==> config.mk <==
export PLATFORM = sky130hd
export DESIGN_NAME = task_timer_table_scheduler_unit
export DESIGN_NICKNAME = d
export VERILOG_FILES = /design/src/hw/rtl/tts_pkg.sv /design/src/hw/rtl/tts_ram.sv /design/src/hw/rtl/tts_ctrl.sv /design/src/hw/rtl/tts_dp.sv /design/src/hw/rtl/task_timer_table_scheduler_unit.sv
export SDC_FILE = /design/constraint.sdc
export NUM_CORES = 1
export LEC_CHECK = 0
export BUFFER_PORTS_ARGS = -buffer_cell sky130_fd_sc_hd__buf_2
export CORE_MARGIN = 5
export CORE_UTILIZATION = 30
export DETAILED_ROUTE_END_ITERATION = 6
export SLEW_MARGIN = 30
export SYNTH_ARGS = -nofsm -noshare
export SYNTH_HDL_FRONTEND = slang
export SYNTH_SLANG_ARGS = --single-unit
==> constraint.sdc <==
create_clock -name i_clk -period 8.25 [get_ports i_clk]
set_input_delay 0 -clock i_clk [delete_from_list [all_inputs] [get_ports i_clk]]
set_output_delay 0 -clock i_clk [all_outputs]
set_load 0.02 [all_outputs]
==> src/hw/rtl/tts_pkg.sv <==
// Shared types, codes and defaults for the task timer table scheduler.
`default_nettype none
package tts_pkg;

    localparam int SLOT_COUNT_DEF = 8;
    localparam int TIME_BITS_DEF  = 32;

    // request kinds
    localparam logic [2:0] KIND_TICK    = 3'd0;
    localparam logic [2:0] KIND_POLL    = 3'd1;
    localparam logic [2:0] KIND_REG     = 3'd2;
    localparam logic [2:0] KIND_DEREG   = 3'd3;
    localparam logic [2:0] KIND_SCHED   = 3'd4;
    localparam logic [2:0] KIND_RESCHED = 3'd5;
    localparam logic [2:0] KIND_UNSCHED = 3'd6;

    // error codes
    localparam logic [1:0] ERR_NONE    = 2'd0;
    localparam logic [1:0] ERR_NO_FREE = 2'd1;
    localparam logic [1:0] ERR_OVER    = 2'd2;

    // register index 0: ticks_per_clock
    localparam logic REG_TPC = 1'b0;

    typedef struct packed {
        logic [2:0]  kind;
        logic [15:0] task_id;
        logic [31:0] delay_ms;
        logic [15:0] task_param;
    } t_req;

    typedef struct packed {
        logic        fired;
        logic [15:0] fired_id;
        logic [15:0] fired_param;
        logic [1:0]  error;
    } t_res;

    typedef enum logic [2:0] {
        ST_IDLE,
        ST_DECODE,
        ST_POLL,
        ST_REG,
        ST_REG_WR,
        ST_SRCH,
        ST_APPLY
    } t_state;

    typedef struct packed {
        logic load;
        logic tick;
        logic poll_read;
        logic poll_fire;
        logic free_next;
        logic free_read;
        logic no_free;
        logic reg_write;
        logic scan_step;
        logic apply;
        logic finish;
    } t_cmd;

    typedef struct packed {
        logic [2:0] kind;
        logic       free;
        logic       last;
        logic       hit;
        logic       miss_end;
    } t_stat;

endpackage
`default_nettype wire

==> src/hw/rtl/tts_ram.sv <==
// Generic single-write, single-read RAM with registered read data.
`default_nettype none
module tts_ram #(
    parameter int WIDTH = 8,
    parameter int DEPTH = 8,
    localparam int AW = (DEPTH > 1) ? $clog2(DEPTH) : 1
) (
    input  wire logic             i_clk,
    input  wire logic             i_we,
    input  wire logic [AW-1:0]    i_waddr,
    input  wire logic [WIDTH-1:0] i_wdata,
    input  wire logic             i_re,
    input  wire logic [AW-1:0]    i_raddr,
    output logic      [WIDTH-1:0] o_rdata
);

    logic [WIDTH-1:0] r_mem [DEPTH];

    always_ff @(posedge i_clk) begin
        if (i_we) begin
            r_mem[i_waddr] <= i_wdata;
        end
        if (i_re) begin
            o_rdata <= r_mem[i_raddr];
        end
    end

endmodule
`default_nettype wire

==> src/hw/rtl/tts_ctrl.sv <==
// Controller state machine: sequences table walks and result strobes.
`default_nettype none
module tts_ctrl (
    input  wire logic          i_clk,
    input  wire logic          i_rst_n,
    input  wire logic          i_start,
    input  wire tts_pkg::t_stat i_stat,
    output logic               o_busy,
    output tts_pkg::t_cmd      o_cmd
);
    import tts_pkg::*;

    t_state r_state;
    t_state n_state;

    always_ff @(posedge i_clk) begin
        if (!i_rst_n) begin
            r_state <= ST_IDLE;
        end else begin
            r_state <= n_state;
        end
    end

    always_comb begin
        n_state = r_state;
        o_cmd   = '0;
        case (r_state)
            ST_IDLE: begin
                if (i_start) begin
                    o_cmd.load = 1'b1;
                    n_state    = ST_DECODE;
                end
            end
            ST_DECODE: begin
                case (i_stat.kind)
                    KIND_TICK: begin
                        o_cmd.tick   = 1'b1;
                        o_cmd.finish = 1'b1;
                        n_state      = ST_IDLE;
                    end
                    KIND_POLL: begin
                        o_cmd.poll_read = 1'b1;
                        n_state         = ST_POLL;
                    end
                    KIND_REG: begin
                        n_state = ST_REG;
                    end
                    KIND_DEREG, KIND_SCHED, KIND_RESCHED, KIND_UNSCHED: begin
                        n_state = ST_SRCH;
                    end
                    default: begin
                        o_cmd.finish = 1'b1;
                        n_state      = ST_IDLE;
                    end
                endcase
            end
            ST_POLL: begin
                o_cmd.poll_fire = 1'b1;
                o_cmd.finish    = 1'b1;
                n_state         = ST_IDLE;
            end
            ST_REG: begin
                if (i_stat.free) begin
                    o_cmd.free_read = 1'b1;
                    n_state         = ST_REG_WR;
                end else if (i_stat.last) begin
                    o_cmd.no_free = 1'b1;
                    o_cmd.finish  = 1'b1;
                    n_state       = ST_IDLE;
                end else begin
                    o_cmd.free_next = 1'b1;
                end
            end
            ST_REG_WR: begin
                o_cmd.reg_write = 1'b1;
                o_cmd.finish    = 1'b1;
                n_state         = ST_IDLE;
            end
            ST_SRCH: begin
                if (i_stat.hit) begin
                    n_state = ST_APPLY;
                end else if (i_stat.miss_end) begin
                    o_cmd.finish = 1'b1;
                    n_state      = ST_IDLE;
                end else begin
                    o_cmd.scan_step = 1'b1;
                end
            end
            ST_APPLY: begin
                o_cmd.apply  = 1'b1;
                o_cmd.finish = 1'b1;
                n_state      = ST_IDLE;
            end
            default: begin
                n_state = ST_IDLE;
            end
        endcase
    end

    assign o_busy = (r_state != ST_IDLE);

endmodule
`default_nettype wire

==> src/hw/rtl/tts_dp.sv <==
// Datapath: slot table, flags, prescaler, clock, pointer and result register.
`default_nettype none
module tts_dp #(
    parameter int SLOT_COUNT = tts_pkg::SLOT_COUNT_DEF,
    parameter int TIME_BITS  = tts_pkg::TIME_BITS_DEF
) (
    input  wire logic          i_clk,
    input  wire logic          i_rst_n,
    input  wire tts_pkg::t_req i_req,
    input  wire logic [15:0]   i_ticks_per_clock,
    input  wire tts_pkg::t_cmd i_cmd,
    output tts_pkg::t_stat     o_stat,
    output logic               o_res_valid,
    output tts_pkg::t_res      o_res
);
    import tts_pkg::*;

    localparam int IW = (SLOT_COUNT > 1) ? $clog2(SLOT_COUNT) : 1;
    localparam int CW = $clog2(SLOT_COUNT + 1);
    localparam int T  = TIME_BITS;
    localparam int EW = 16 + T + T + 16;   // {id, delay, due, param}

    t_req             r_req;
    t_res             r_res;
    logic             r_res_valid;
    logic [CW-1:0]    r_addr;
    logic             r_pend_v;
    logic [IW-1:0]    r_pend_idx;
    logic             r_rd_ok;
    logic [SLOT_COUNT-1:0] r_valid;
    logic [SLOT_COUNT-1:0] r_alloc;
    logic [SLOT_COUNT-1:0] r_sched;
    logic [T-1:0]     r_clock;
    logic [15:0]      r_presc;
    logic [IW-1:0]    r_ptr;
    logic [7:0]       r_total;

    logic [IW-1:0]    addr_idx;
    logic             addr_in_range;
    logic             ram_we;
    logic             ram_re;
    logic [IW-1:0]    ram_raddr;
    logic [EW-1:0]    ram_wdata;
    logic [EW-1:0]    ram_rdata;
    logic [EW-1:0]    rd_ent;
    logic [15:0]      rd_id;
    logic [T-1:0]     rd_delay;
    logic [T-1:0]     rd_due;
    logic [15:0]      rd_param;
    logic [T-1:0]     req_delay;
    logic [T-1:0]     due_src;
    logic [T:0]       due_sum;
    logic [T-1:0]     n_due;
    logic [15:0]      n_presc;
    logic [7:0]       n_total;
    logic             id_hit;
    logic             poll_due;

    assign addr_idx      = r_addr[IW-1:0];
    assign addr_in_range = (r_addr < CW'(SLOT_COUNT));

    // entries never written read as zero
    assign rd_ent   = r_rd_ok ? ram_rdata : '0;
    assign rd_id    = rd_ent[EW-1 -: 16];
    assign rd_delay = rd_ent[T+T+15 -: T];
    assign rd_due   = rd_ent[T+15 -: T];
    assign rd_param = rd_ent[15:0];

    assign req_delay = T'(r_req.delay_ms);
    assign id_hit    = r_pend_v && (rd_id == r_req.task_id);
    assign poll_due  = r_alloc[r_ptr] && r_sched[r_ptr] && (r_clock >= rd_due);

    // due = clock + delay, with one extra count when the sum wraps
    assign due_src = (r_req.kind == KIND_SCHED) ? req_delay : rd_delay;
    assign due_sum = {1'b0, r_clock} + {1'b0, due_src};
    assign n_due   = due_sum[T] ? (due_sum[T-1:0] + T'(1)) : due_sum[T-1:0];

    assign n_presc = r_presc + 16'd1;
    assign n_total = r_total + 8'd1;

    assign ram_re    = i_cmd.poll_read || i_cmd.free_read ||
                       (i_cmd.scan_step && addr_in_range);
    assign ram_raddr = i_cmd.poll_read ? r_ptr : addr_idx;
    assign ram_we    = i_cmd.reg_write || (i_cmd.apply && (r_req.kind != KIND_DEREG));

    always_comb begin
        ram_wdata = rd_ent;
        if (i_cmd.reg_write) begin
            ram_wdata = {r_req.task_id, rd_delay, rd_due, rd_param};
        end else begin
            case (r_req.kind)
                KIND_SCHED:   ram_wdata = {rd_id, req_delay, n_due, r_req.task_param};
                KIND_RESCHED: ram_wdata = {rd_id, rd_delay, n_due, r_req.task_param};
                KIND_UNSCHED: ram_wdata = {rd_id, rd_delay, {T{1'b0}}, 16'd0};
                default:      ram_wdata = rd_ent;
            endcase
        end
    end

    tts_ram #(
        .WIDTH (EW),
        .DEPTH (SLOT_COUNT)
    ) u_slots (
        .i_clk   (i_clk),
        .i_we    (ram_we),
        .i_waddr (r_pend_idx),
        .i_wdata (ram_wdata),
        .i_re    (ram_re),
        .i_raddr (ram_raddr),
        .o_rdata (ram_rdata)
    );

    // payload registers
    always_ff @(posedge i_clk) begin
        if (i_cmd.load) begin
            r_req <= i_req;
            r_res <= '0;
        end
        if (ram_re) begin
            r_rd_ok <= r_valid[ram_raddr];
        end
        if (i_cmd.free_read) begin
            r_pend_idx <= addr_idx;
        end
        if (i_cmd.scan_step && addr_in_range) begin
            r_pend_idx <= addr_idx;
        end
        if (i_cmd.poll_fire && poll_due) begin
            r_res.fired       <= 1'b1;
            r_res.fired_id    <= rd_id;
            r_res.fired_param <= rd_param;
        end
        if (i_cmd.no_free) begin
            r_res.error <= ERR_NO_FREE;
        end
        if (i_cmd.reg_write && (n_total > 8'(SLOT_COUNT))) begin
            r_res.error <= ERR_OVER;
        end
    end

    // control state
    always_ff @(posedge i_clk) begin
        if (!i_rst_n) begin
            r_res_valid <= 1'b0;
            r_addr      <= '0;
            r_pend_v    <= 1'b0;
            r_valid     <= '0;
            r_alloc     <= '0;
            r_sched     <= '0;
            r_clock     <= '0;
            r_presc     <= '0;
            r_ptr       <= '0;
            r_total     <= '0;
        end else begin
            r_res_valid <= i_cmd.finish;
            if (i_cmd.load) begin
                r_addr   <= '0;
                r_pend_v <= 1'b0;
            end
            if (i_cmd.free_next) begin
                r_addr <= r_addr + CW'(1);
            end
            if (i_cmd.scan_step) begin
                r_pend_v <= addr_in_range;
                if (addr_in_range) begin
                    r_addr <= r_addr + CW'(1);
                end
            end
            if (i_cmd.tick) begin
                if (n_presc == i_ticks_per_clock) begin
                    r_clock <= r_clock + T'(1);
                    r_presc <= '0;
                end else begin
                    r_presc <= n_presc;
                end
            end
            if (i_cmd.poll_fire) begin
                if (poll_due) begin
                    r_sched[r_ptr] <= 1'b0;
                end
                r_ptr <= (r_ptr == IW'(SLOT_COUNT - 1)) ? '0 : r_ptr + IW'(1);
            end
            if (i_cmd.reg_write) begin
                r_valid[r_pend_idx] <= 1'b1;
                r_alloc[r_pend_idx] <= 1'b1;
                r_total             <= n_total;
            end
            if (i_cmd.apply) begin
                case (r_req.kind)
                    KIND_DEREG: begin
                        r_valid[r_pend_idx] <= 1'b0;
                        r_alloc[r_pend_idx] <= 1'b0;
                        r_sched[r_pend_idx] <= 1'b0;
                        r_total             <= r_total - 8'd1;
                    end
                    KIND_SCHED, KIND_RESCHED: begin
                        r_valid[r_pend_idx] <= 1'b1;
                        r_sched[r_pend_idx] <= 1'b1;
                    end
                    KIND_UNSCHED: begin
                        r_valid[r_pend_idx] <= 1'b1;
                        r_sched[r_pend_idx] <= 1'b0;
                    end
                    default: begin
                        r_valid[r_pend_idx] <= r_valid[r_pend_idx];
                    end
                endcase
            end
        end
    end

    assign o_stat.kind     = r_req.kind;
    assign o_stat.free     = !r_alloc[addr_idx];
    assign o_stat.last     = (addr_idx == IW'(SLOT_COUNT - 1));
    assign o_stat.hit      = id_hit;
    assign o_stat.miss_end = r_pend_v && !id_hit && (r_pend_idx == IW'(SLOT_COUNT - 1));

    assign o_res_valid = r_res_valid;
    assign o_res       = r_res;

    // every request ends in a single strobe with a decode cycle between
    a_single_strobe: assert property (@(posedge i_clk) disable iff (!i_rst_n)
        r_res_valid |=> !r_res_valid)
        else $error("back-to-back result strobes");

    a_fire_no_err: assert property (@(posedge i_clk) disable iff (!i_rst_n)
        (r_res_valid && r_res.fired) |-> (r_res.error == ERR_NONE))
        else $error("dispatch carries an error code");

    a_apply_on_hit: assert property (@(posedge i_clk) disable iff (!i_rst_n)
        i_cmd.apply |-> id_hit)
        else $error("table update without a matching slot");

    a_reg_free_slot: assert property (@(posedge i_clk) disable iff (!i_rst_n)
        i_cmd.reg_write |-> !r_alloc[r_pend_idx])
        else $error("register overwrote an allocated slot");

endmodule
`default_nettype wire

==> src/hw/rtl/task_timer_table_scheduler_unit.sv <==
// Top level of the task timer table scheduler: config register, controller, datapath.
`default_nettype none
// Usage
//   Request channel: drive i_req and raise i_start; the request is taken at a rising
//   edge where i_start is high and o_busy is low. o_busy stays high until the result.
//   Result channel: o_res is valid for exactly one cycle while o_res_valid is high.
//   Every request yields one result. The receiver cannot stall the block.
//   Config: APB port, ticks_per_clock at byte address 0 (low 16 bits), reset 1.
//   Write it only while no request is in flight.
// Sequence (accept edge to strobe cycle)
//   tick, unused kind: decode only. poll: decode, then the poll step.
//   register: decode, a walk of the allocated flags one a cycle to the lowest free slot,
//   then the slot write; or to the last slot when no slot is free.
//   deregister/schedule/reschedule/unschedule: decode, an ID walk of the slot RAM one
//   entry a cycle to the matching slot, then the update; or to the end on no match.
// Requests: the next request is taken in the strobe cycle; no new request is taken
//   while one is in flight.
// Reset: synchronous active low; clears the table flags, clock, prescaler, pointer and
//   task count. Slot words read as zero until written.
module task_timer_table_scheduler_unit #(
    parameter int SLOT_COUNT = tts_pkg::SLOT_COUNT_DEF,
    parameter int TIME_BITS  = tts_pkg::TIME_BITS_DEF
) (
    input  wire logic          i_clk,
    input  wire logic          i_rst_n,
    input  wire logic          i_start,
    input  wire tts_pkg::t_req i_req,
    output logic               o_busy,
    output logic               o_res_valid,
    output tts_pkg::t_res      o_res,
    input  wire logic          psel,
    input  wire logic          penable,
    input  wire logic          pwrite,
    input  wire logic [2:0]    paddr,
    input  wire logic [31:0]   pwdata,
    output logic [31:0]        prdata,
    output logic               pready
);
    import tts_pkg::*;

    logic [15:0] r_tpc;
    t_cmd        cmd;
    t_stat       stat;
    logic        cfg_wr;

    assign pready = 1'b1;
    assign cfg_wr = psel && penable && pwrite && pready;

    always_ff @(posedge i_clk) begin
        if (!i_rst_n) begin
            r_tpc <= 16'd1;
        end else if (cfg_wr && (paddr[2] == REG_TPC)) begin
            r_tpc <= pwdata[15:0];
        end
    end

    assign prdata = (paddr[2] == REG_TPC) ? {16'd0, r_tpc} : 32'd0;

    tts_ctrl u_ctrl (
        .i_clk   (i_clk),
        .i_rst_n (i_rst_n),
        .i_start (i_start),
        .i_stat  (stat),
        .o_busy  (o_busy),
        .o_cmd   (cmd)
    );

    tts_dp #(
        .SLOT_COUNT (SLOT_COUNT),
        .TIME_BITS  (TIME_BITS)
    ) u_dp (
        .i_clk             (i_clk),
        .i_rst_n           (i_rst_n),
        .i_req             (i_req),
        .i_ticks_per_clock (r_tpc),
        .i_cmd             (cmd),
        .o_stat            (stat),
        .o_res_valid       (o_res_valid),
        .o_res             (o_res)
    );

endmodule
`default_nettype wire
# After elaboration in Yosys (flattened, before gate mapping)
# Memory sizes are Yosys's and may differ from the RTL's. A register that Yosys moved wholly into a read port is not among the register bits.
# Index checks and enable logic that the tools add are counted.
# word_totals
out_inout_bits	70
ram_bits	768
memories	1
elab_cells	186
regBits	214
# op_classes
order_cmp	9
n_eq_ne	21
n_reduce_logical	33
n_addsub	8
n_bitwise	11
n_mux	81
# mem_list
memory	words	word_bits	read_ports	rd_clocked_by_memory_dff	write_ports	line_no	text
u_dp.u_slots.r_mem	8	96	1	1	1	tts_ram.sv:17	logic [WIDTH-1:0] r_mem [DEPTH];
# ops
operator	n
case mux 80 bit (3 select lines)	1
2-to-1 mux 96 bit	2
2-to-1 mux 8 bit	14
2-to-1 mux 32 bit	3
adder 32 x 1 -> 32 bit, second input constant	2
2-to-1 mux 34 bit	1
adder 32 x 32 -> 33 bit	1
AND 8 bit	4
== test 16 bit	2
>= comparator 32 bit	1
2-to-1 mux 16 bit	2
bitwise OR 8 bit	4
case mux 8 bit (2 select lines)	2
2-to-1 mux 3 bit	10
2-to-1 mux 1 bit	29
== test 3 bit, second input constant	9
adder 16 x 1 -> 16 bit, second input constant	1
< comparator 3 x 4 -> 1 bit, second input constant	4
2-to-1 mux 4 bit	4
NOT 8 bit	2
binary-select mux 1 bit (select 3 bit)	5
logical AND 1 bit	14
== test 3 x 2 -> 1 bit, second input constant	4
case mux 3 bit (4 select lines)	1
other kinds (28)	41

# Depth between registers and ports, before layout
# Gate-level depths: netlist of the first run.
# logic_depth
word_depth	12
depth_mapped	19

# Cells and area by module
# Synthesis of the first run repeated with hierarchy kept, for this count alone.
# unflattened
hier_cells	2975
area_unflattened_um2	46896.2
# by_module_without_submodules
mod	area_per_inst_um2	n_inst	seq_area_each_um2	cells_per_inst
tts_ram	31766.7	1	25944.9	1219
tts_dp	13859.5	1	4934.7	1602
task_timer_table_scheduler_unit	912.1	1	320.3	106
tts_ctrl	357.8	1	60.1	48

# Worst setup path before layout of the first run
# Ideal clock, no wire load.
# synth_timing
path_kind	reg2reg
start	register u_ctrl.r_state[0]
end	memory u_dp.u_slots.r_mem[7][0] (netlist name) (enable)
t_arrival_ns	5.130
path_stages_with_launch	7
slack_ns	2.568
t_required_ns	7.698
setup_ns	0.552
path_cell_list	dfxtp_1 > clkbuf_1 > inv_1 > nand2_1 > clkbuf_1 > a21o_1 > nor2_1
# synth_between
elab_chain_cells	6
elab_cells_between_ends	8
classes_between	2 x eq/ne; 4 x mux; 2 x reduce/logical
# synth_lines
element	line_no	text
from (decl)	tts_ctrl.sv:13	t_state r_state;
from (signal assigned)	tts_ctrl.sv:20	r_state <= n_state;
== test 3 bit	tts_ctrl.sv:27	case (r_state)
2-to-1 mux 1 bit	tts_ctrl.sv:27	
logical AND 1 bit	tts_dp.sv:84	assign ram_we = i_cmd.reg_write || (i_cmd.apply && (r_req.kind != KIND_DEREG));
logical OR 1 bit (*)	tts_dp.sv:84	
2-to-1 mux 1 bit (*)	tts_ram.sv:20	if (i_we) begin
2-to-1 mux 1 bit (not written as such) (*)	tts_ram.sv:21	r_mem[i_waddr] <= i_wdata;
to (decl)	tts_ram.sv:17	
# Every way passes the cells marked *; elsewhere a longest branch is shown, timed or not.

# Worst setup path after layout of the first run
# layout_timing
start	register u_dp.r_req, in the netlist u_dp.o_stat[5]
end	memory u_dp.u_slots.r_mem[0][41] (netlist name), data pin
# layout_between
elab_chain_cells	7
elab_cells_between_ends	9
classes_between	2 x add/sub; 3 x eq/ne; 4 x mux
# layout_lines
element	line_no	text
from (decl)	tts_dp.sv:23	t_req r_req;
from (signal assigned)	tts_dp.sv:116	r_req <= i_req;
== test 3 bit	tts_dp.sv:74, tts_dp.sv:91	
2-to-1 mux 32 bit	tts_dp.sv:74	assign due_src = (r_req.kind == KIND_SCHED) ? req_delay : rd_delay;
adder 32 x 32 -> 33 bit	tts_dp.sv:75	assign due_sum = {1'b0, r_clock} + {1'b0, due_src};
adder 32 x 1 -> 32 bit	tts_dp.sv:76	assign n_due = due_sum[T] ? (due_sum[T-1:0] + T'(1)) : due_sum[T-1:0];
2-to-1 mux 32 bit	tts_dp.sv:76	
case mux 80 bit (3 select lines) (*)	tts_dp.sv:91	case (r_req.kind)
2-to-1 mux 96 bit (*)	tts_dp.sv:88	if (i_cmd.reg_write) begin
net u_dp.ram_wdata[41]	tts_dp.sv:43	logic [EW-1:0] ram_wdata;
# The timed path passes the listed nets; every way through them passes the cells marked *.

==> results of run 1 <==
[path summary, 6_finish.rpt]
check                               startpoint                         to  slack, ns  cells after the start
worst max-delay path            u_dp.o_stat[5]  u_dp.u_slots.r_mem[0][41]       1.87                     15
worst min-delay path                   i_start          u_ctrl.r_state[0]       0.19                      4
worst max register to register  u_dp.o_stat[5]  u_dp.u_slots.r_mem[0][41]       1.87                     15
worst min register to register   u_dp.o_res[0]              u_dp.o_res[0]       0.45                      2
[cells in the mapped netlist, types with 18 or more instances]
master    number
edfxtp_1     967
nand2_1      303
mux4_2       197
nor2_1       112
dfxtp_1      111
o21ai_0      107
mux2_2        98
clkbuf_1      97
xnor2_1       83
ha_1          78
a21oi_1       75
nand3_1       64
and3_1        59
and2_1        47
o22ai_1       40
buf_2         38
xor2_1        36
nor2b_1       33
a21o_1        25
a21boi_0      23
nand4_1       23
nor3_1        23
inv_1         22
buf_4         20
buf_1         18
[worst max-delay path: stages, from the launching register on]
cell	delay, ns
edfxtp_1	0.51
nand2b_1	0.33
nor2_4	0.61
buf_4	0.37
o21ai_0	0.23
ha_1	0.50
o211ai_1	0.16
nor2_2	0.32
a21oi_2	0.17
o2111ai_2	0.35
o31a_1	0.52
nand4_2	0.35
nor4_2	0.77
nand3_1	0.18
xnor2_1	0.18
o22ai_1	0.48
[cells by family after synthesis]
logic type	after synthesis	share of synthesized area
buf+inv	197	0.0186
compound gates	435	0.0631
mux	309	0.122
xor+xnor	122	0.0235
fa+ha+maj	79	0.0213
flops	1078	0.669
other cells	2	0.000161
simple gates	758	0.0822
[where the power goes]
| group | switching (uW) | leakage [uW] | internal [uW] |
|---|---|---|---|
| registers | 58.3 | 0.00975 | 6130 |
| clock network | 2180 | 0.00180 | 2860 |
| logic | 481 | 0.00737 | 241 |
[final cells by class]
type,instances,area share
Multi-Input combinational cell,1720,0.266
Clock inverter,74,0.0144
Tap cell,2044,0.0461
Inverter,22,0.00151
Clock buffer,132,0.0521
Timing Repair Buffer,377,0.0556
Sequential cell,1078,0.564
[sequential cells by signal, summed over array words and instances, names as in the netlist]
signal and flops:
r_tpc 16, u_ctrl.r_state 3, u_dp.o_res 35, u_dp.o_res_valid 1
u_dp.o_stat 3, u_dp.r_addr 4, u_dp.r_alloc 8, u_dp.r_clock 32
u_dp.r_pend_idx 3, u_dp.r_pend_v 1, u_dp.r_presc 16, u_dp.r_ptr 3
u_dp.r_rd_ok 1, u_dp.r_req 32, u_dp.r_sched 8, u_dp.r_total 8
u_dp.r_valid 8, u_dp.req_delay 32, u_dp.u_slots.o_rdata 96, u_dp.u_slots.r_mem 768
[placed cells by master, fill, tap and decap left out, types with 98 or more instances in the layout]
| cell type | Yosys | layout |
|---|---|---|
| edfxtp_1 | 967 | 967 |
| clkbuf_16 | 0 | 112 |
| mux4_2 | 197 | 197 |
| buf_2 | 38 | 141 |
| dfxtp_1 | 111 | 111 |
| mux2_2 | 98 | 98 |
| nand2_1 | 303 | 302 |
| o21ai_0 | 107 | 106 |
| dlygate4sd3_1 | 0 | 187 |
| nor2_1 | 112 | 101 |
[repair_timing]
action | CTS | global route
endpoints found under the hold margin | 103 | 0
buffers inserted | 0 | 0
hold buffers | 187 | 0
[routing by layer]
layer	up-vias	share of wire
met5	-	0
met4	0	0.021
met3	149	0.057
met2	735	0.48
met1	13700	0.44
li1	12300	-
[through the flow]
| step | cells | hold slack [ns] | worst slack, ns | cell area (um2) |
|---|---|---|---|---|
| 3_5_place_dp | 5052 | 0.178 | 1.90 | 49800 |
| 2_1_floorplan | 2995 | 0.0781 | 2.57 | 46800 |
| 4_1_cts | 5445 | 0.125 | 1.88 | 55400 |
| 6_report | 5447 | 0.192 | 1.87 | 55400 |
| 5_1_grt | 5447 | 0.186 | 1.57 | 55400 |
| 3_3_place_gp | 5051 | 0.176 | 1.97 | 49800 |
==> results.toml, run 1 <==
[routing]
first_pass_iters = 6
routedWlPerCell_um = 20.7
postRouteAntennaNets = 0
routed_wl_um = 113000
drt_iter0_drc = 2514
vias_per_cell = 4.94
num_vias = 26900
drc_errors = 0

[status]
status = "complete, no violations"

[power_and_ir_drop]
ir_drop_uv = 170
p_per_area_mw_per_mm2 = 216
p_leak_uw = 0.0189
p_total_uw = 12000

[synthesis]
synth_cells = 2980
synth_edf_count = 967
synth_warnings = 0
async_flop_share = 0
yosysTopAreaCellShare = 0.622
ys_seq_area_frac = 0.669
synth_cell_type_count = 98
synth-seq-cells = 1078
synthTopCellsByArea = "edfxtp_1 (62%), mux4_2 (9.5%), dfxtp_1 (4.8%), nand2_1 (2.4%), mux2_2 (2.4%)"
ys.flop_type = "edfxtp_1"
yosysTopAreaCell = "edfxtp_1"
postSynthAreaPerCell_um2 = 15.7
synthesis.area_mm2 = 0.0467

[clocking]
post_cts_resized = 0
cts_root_buffer = "clkbuf_16"
numCtsBuffers = 112
cts_buffer_depth = 3
clk_pin_slew_ns = 0.06
tritoncts = "yes"
insertion_delay_ns = 0.76
cts_htree_levels = 3
cts_num_sinks = 1078

[worst_setup_path]
critical_path.endpoint_type = "flop"
worstPathRequired_ns = 8.71
crit_path_start_kind = "flop"
cp_max_fo = 22
worstSetupPathType = "flop to flop"
crit_arrival_ns = 6.85

[timing]
fin_crit_ns = 6.38
finClkSkew_ns = 0.0623
fmax_mhz = 157
rsz0062_at_grt = "false"
tightest_slew_ns = 0.975
setup_viol = 0
post-route-period-util = 0.774
tns_ns = 0
finalHoldViolations = 0
slew_viol_final = 0
slew_headroom = 0.350

[global_route]
grtUsageMet2 = 0.223
grt_remaining_overflow = 0
grt_use_met3 = 0.0238
antenna_found_initial = 1
busiest_layer = "met2"
grt_use_total = 0.135
grt_max_degree = 139
grt_pass1_wl_um = 169000
grt_util_met1 = 0.186
grt_pass1_vias = 26800

[layout]
antennaDiodeCount = 0
postLayoutCoreUtil = 0.359
layout.nets = 3498
multiInputGateArea_mm2 = 0.0148
final_layout_size_suffix_gt1_frac = 0.214
fillers = 14400
seq_area_mm2 = 0.0313
syn_to_final_growth_pct = 18.7

[placement]
dp_hpwl_um = 64100
io_buffers = 142
gp_congestion = 0.827

[job]
drv_cap = 0

[floorplanning]
start_util = 0.302
io_pins = 178
num_rows = 144
dieWidth_um = 405
die_area_mm2 = 0.164
core_area_mm2 = 0.154
fp.dieH_um = 405

[worst_hold_path]
hold_class = "input pin to flop"
Power figures use the tool's default switching activity.
==> run 2: changes to the inputs <==
- clock period: 8.25 -> 6.45 ns (I/O delays scaled with it)
==> run 2 against run 1 <==
Effect of this change:
- critical path type unchanged
- highest routed layer unchanged
- combinational power grew 28%
- sequential share of layout area barely moved
- sequential cell count unchanged
- first-iteration DRC count decreased by 8.0%
==> results.toml, run 2 (same netlist as run 1, synthesis figures left out) <==
[clocking]
cts_htree_levels = 3
insertion_delay_ns = 0.75
cts_setup_buffers = 0
clk_pin_slew_ns = 0.06
tritoncts = "yes"
numCtsBuffers = 115
cts_root_buffer = "clkbuf_16"
cts_num_sinks = 1078
cts_buffer_depth = 3

[timing]
finalHoldViolations = 0
setup_viol = 0
post-route-period-util = 0.893
slew_headroom = 0.332
timing.hold.ws_ns = 0.0807
tightest_slew_ns = 0.992
rsz0062_at_grt = "false"
tns_ns = 0
finClkSkew_ns = 0.0742
slew_viol_final = 0
fmax_mhz = 174
fin_crit_ns = 5.76

[global_route]
grt_pass1_wl_um = 169000
grt_remaining_overflow = 0
grt_pass1_vias = 27200
antenna_found_initial = 1
grt_max_degree = 121
grt_use_total = 0.134

[worst_setup_path]
cp_max_fo = 19
worstPathRequired_ns = 6.89
crit_arrival_ns = 6.21
crit_path_start_kind = "flop"
critical_path.endpoint_type = "flop"
worstSetupPathType = "flop to flop"

[routing]
routedWlPerCell_um = 20.7
num_vias = 26900
routed_wl_um = 112000
postRouteAntennaNets = 0
vias_per_cell = 4.95
first_pass_iters = 5
drt_iter0_drc = 2313
drc_errors = 0

[power_and_ir_drop]
ir_drop_uv = 215
p_leak_uw = 0.0189
p_per_area_mw_per_mm2 = 279

[floorplanning]
io_pins = 178
start_util = 0.302
die_area_mm2 = 0.164
num_rows = 144
fp.dieH_um = 405
dieWidth_um = 405
core_area_mm2 = 0.154

[layout]
layout.nets = 3490
most-common-layout-cells = "edfxtp_1 (967), nand2_1 (302), mux4_2 (197)"
syn_to_final_growth_pct = 18.7
largest_register_ffs = 768
regMostFlops = "u_dp.u_slots.r_mem"
final_layout_size_suffix_gt1_frac = 0.214
layout_commonest_cell = "edfxtp_1"

[status]
status = "complete, no violations"

[placement]
gp_congestion = 0.820
dp_hpwl_um = 65000
io_buffers = 142

[worst_hold_path]
hold_class = "input pin to flop"

[job]
drv_cap = 0
## run 2: cell types whose count changed in the layout (fill, tap and decap cells not counted), moves of 2 or more
| cell | previous run | this run |
|---|---|---|
| clkinv_2 | 27 | 15 |
| buf_16 | 2 | 0 |
| clkinv_4 | 0 | 6 |
| clkbuf_1 | 19 | 23 |
| dlygate4sd3_1 | 187 | 177 |
| buf_12 | 7 | 9 |
| inv_8 | 0 | 2 |
| inv_6 | 5 | 7 |
| diode_2 | 0 | 2 |
| clkbuf_16 | 112 | 115 |
## run 2: worst paths after layout
kind,slack (ns),end,cells past startpoint,start
max reg2reg,0.69,u_dp.u_slots.r_mem[1][43],16,u_dp.o_stat[5]
min,0.08,u_dp.r_req[1],2,i_req[1]
min reg2reg,0.45,u_dp.o_res[34],1,u_dp.o_res[34]
max,0.69,u_dp.u_slots.r_mem[1][43],16,u_dp.o_stat[5]
## run 2: through the flow
stage          cells  setup WS [ns]  utilization  area (um2)  power (uW)
2_1_floorplan   2995          0.768            -       46800        8580
3_3_place_gp    5051          0.865        0.323       49800        8900
3_5_place_dp    5053          0.678        0.323       49800        8920
4_1_cts         5442          0.676        0.359       55400       15600
5_1_grt         5442          0.328        0.359       55400       16000
6_report        5444          0.688        0.359       55400       15400
## run 2: cell type report
cell class	count	area [um2]
Clock inverter	74	840
Tap cell	2044	2560
Sequential cell	1078	31300
Clock buffer	138	2960
Inverter	22	83.8
Fill cell	14400	99000
Antenna cell	2	5.00
Timing Repair Buffer	366	2950
Multi-Input combinational cell	1720	14800
## run 2: report_power, final
part	total (uW)	leakage, uW	switching [uW]	internal, uW
sequential	7920	0.00975	81.5	7840
combinational	924	0.00731	619	305
clock	6590	0.00184	2800	3790
## run 2: timing repair
item | CTS | global route
hold buffers | 177 | 0
hold endpoints to repair | 103 | 0
gates resized for setup | 0 | 0
## run 2: routing by layer
layer | track usage | wire length [um] | vias up
met5 | 0 | 0 | -
met4 | 0.0285 | 1590 | 0
met3 | 0.0230 | 6090 | 117
met2 | 0.222 | 54000 | 711
met1 | 0.187 | 50800 | 13800
li1 | - | - | 12300
## run 2: critical path, stage by stage, from the launching register on
cell and delay (ns):
edfxtp_1 0.51, nand2b_1 0.31, nor2_4 0.48, nand2_1 0.13, o21ai_0 0.15, ha_1 0.29, fa_1 0.23, a21o_1 0.19
a311o_1 0.40, a21oi_2 0.17, o2111ai_2 0.33, o31a_1 0.45, nand4_2 0.34, nor4_2 0.68, nand3b_1 0.17, xnor2_1 0.19
o22ai_1 0.49
==> run 3: changes to the inputs <==
--- a/config.mk
+++ b/config.mk
@@ -10,5 +10,4 @@
 export CORE_UTILIZATION = 30
 export DETAILED_ROUTE_END_ITERATION = 6
-export SLEW_MARGIN = 30
 export SYNTH_ARGS = -nofsm -noshare
 export SYNTH_HDL_FRONTEND = slang
==> constraint.sdc (replaced) <==
create_clock -name i_clk -period 6.45 [get_ports i_clk]
set_input_delay 0 -clock i_clk [delete_from_list [all_inputs] [get_ports i_clk]]
set_output_delay 0 -clock i_clk [all_outputs]
set_load 0.01 [all_outputs]
==> run 3 against run 2 <==
Effect of this change:
- worst setup slack worse by 0.056 ns
- largest power group unchanged
- sequential cell count unchanged
- worst hold slack worse by 0.023 ns
==> results.toml, run 3 (same netlist as run 1, synthesis figures left out) <==
[status]
status = "complete, no violations"

[layout]
layout.nets = 3488
largest_register_ffs = 768
layout_commonest_cell = "edfxtp_1"
most-common-layout-cells = "edfxtp_1 (967), nand2_1 (303), mux4_2 (197)"
syn_to_final_growth_pct = 18.6
final_layout_size_suffix_gt1_frac = 0.217
fin_cells = 5449
regMostFlops = "u_dp.u_slots.r_mem"
postLayoutCoreUtil = 0.359
fillers = 14500

[worst_setup_path]
ff2ff_setup_slack_ns = 0.63
cp_max_fo = 19
worstSetupStartpoint = "u_dp.o_stat[5]"
r2r-start = "u_dp.o_stat[5]"
r2r_end = "u_dp.u_slots.r_mem[3][43]"
crit_arrival_ns = 6.27
worstPathRequired_ns = 6.90
worstSetupPathType = "flop to flop"
crit_path_end = "u_dp.u_slots.r_mem[3][43]"
critical_path.endpoint_type = "flop"
r2r_cells = 16
crit_path_start_kind = "flop"

[floorplanning]
start_util = 0.302
fp.dieH_um = 405
dieWidth_um = 405
io_pins = 178
num_rows = 144
die_area_mm2 = 0.164
core_area_mm2 = 0.154

[global_route]
grt_util_met1 = 0.186
grt_pass1_vias = 27300
antenna_found_initial = 2
grt_max_degree = 121
grt_remaining_overflow = 0
grtUsageMet2 = 0.221
grt_use_total = 0.135
busiest_layer = "met2"
grt_use_met3 = 0.0233
grt_pass1_wl_um = 170000

[clocking]
cts_htree_levels = 3
insertion_delay_ns = 0.76
post_cts_resized = 0
cts_setup_buffers = 0
numCtsBuffers = 114
hold_buffers = 178
cts_buffer_depth = 3
clk_pin_slew_ns = 0.06
tritoncts = "yes"
cts_num_sinks = 1078
cts_root_buffer = "clkbuf_16"

[placement]
io_buffers = 142
preCtsSetupSlack_ns = 0.671
gp_congestion = 0.820
dp_hpwl_um = 64800
place_inst = 5051

[timing]
slew_viol_final = 0
post-route-period-util = 0.902
finalHoldViolations = 0
setup_viol = 0
rsz0062_at_grt = "false"
worst_slack_ns = 0.631
tightest_slew_ns = 1.14
tns_ns = 0
fin_crit_ns = 5.82
slew_headroom = 0.236
fmax_mhz = 172
finClkSkew_ns = 0.110

[power_and_ir_drop]
p_per_area_mw_per_mm2 = 277
p_leak_uw = 0.0189
ir_drop_uv = 255
p_total_uw = 15300

[routing]
drc_errors = 0
vias_per_cell = 4.97
routed_wl_um = 112000
num_vias = 27100
drt_iter0_drc = 2284
first_pass_iters = 7
postRouteAntennaNets = 0
routedWlPerCell_um = 20.6

[worst_hold_path]
hold_class = "input pin to flop"

[job]
drv_cap = 0
[run 3: area by class of cell]
cell class / instances / area, um2 / area share
Inverter: 22 / 83.8 / 0.00151
Clock buffer: 138 / 3020 / 0.0546
Sequential cell: 1078 / 31300 / 0.564
Tap cell: 2044 / 2560 / 0.0462
Clock inverter: 80 / 751 / 0.0136
Timing Repair Buffer: 365 / 2950 / 0.0532
Multi-Input combinational cell: 1720 / 14800 / 0.267
Antenna cell: 2 / 5.00 / 0.0000904
[run 3: layer usage]
layer | up-vias | wire length, um
met1 | 13800 | 50000
met3 | 133 | 6760
met4 | 0 | 2370
met2 | 794 | 53400
li1 | 12300 | -
met5 | - | 0
[run 3: metrics by stage]
stage               area, um2  hold WS [ns]
CTS                     55400       0.00361
floorplan               46800        0.0464
detailed placement      49800         0.178
global placement        49800         0.176
finish                  55400        0.0581
global route            55400        0.0208
[run 3: critical path, stage by stage (launching register included)]
cell and delay [ns]:
edfxtp_1 0.50, nand2b_1 0.29, nor2_4 0.47, nand2_1 0.12
o21ai_0 0.18, ha_1 0.31, fa_1 0.23, a21o_1 0.19
a311o_1 0.40, a21oi_2 0.17, o2111ai_2 0.31, o31a_1 0.47
nand4_2 0.33, nor4_2 0.71, nand3b_1 0.17, xnor2_1 0.19
o22ai_1 0.49
[run 3: worst min-delay path by stage]
stage               from                  to  slack [ns]  depth (start not counted)
3_3_place_gp   i_req[33]  u_dp.req_delay[17]        0.18                          1
4_1_cts        i_req[22]   u_dp.req_delay[6]       0.004                          2
5_1_grt        i_req[22]   u_dp.req_delay[6]        0.02                          2
3_5_place_dp   i_req[17]   u_dp.req_delay[1]        0.18                          1
2_1_floorplan   paddr[2]           prdata[0]        0.05                          1
6_report       i_req[22]   u_dp.req_delay[6]        0.06                          2
[run 3: power by group]
part / switching [uW] / internal (uW) / leakage, uW
registers: 82.1 / 7840 / 0.00975
clock network: 2820 / 3690 / 0.00184
logic: 599 / 304 / 0.00730
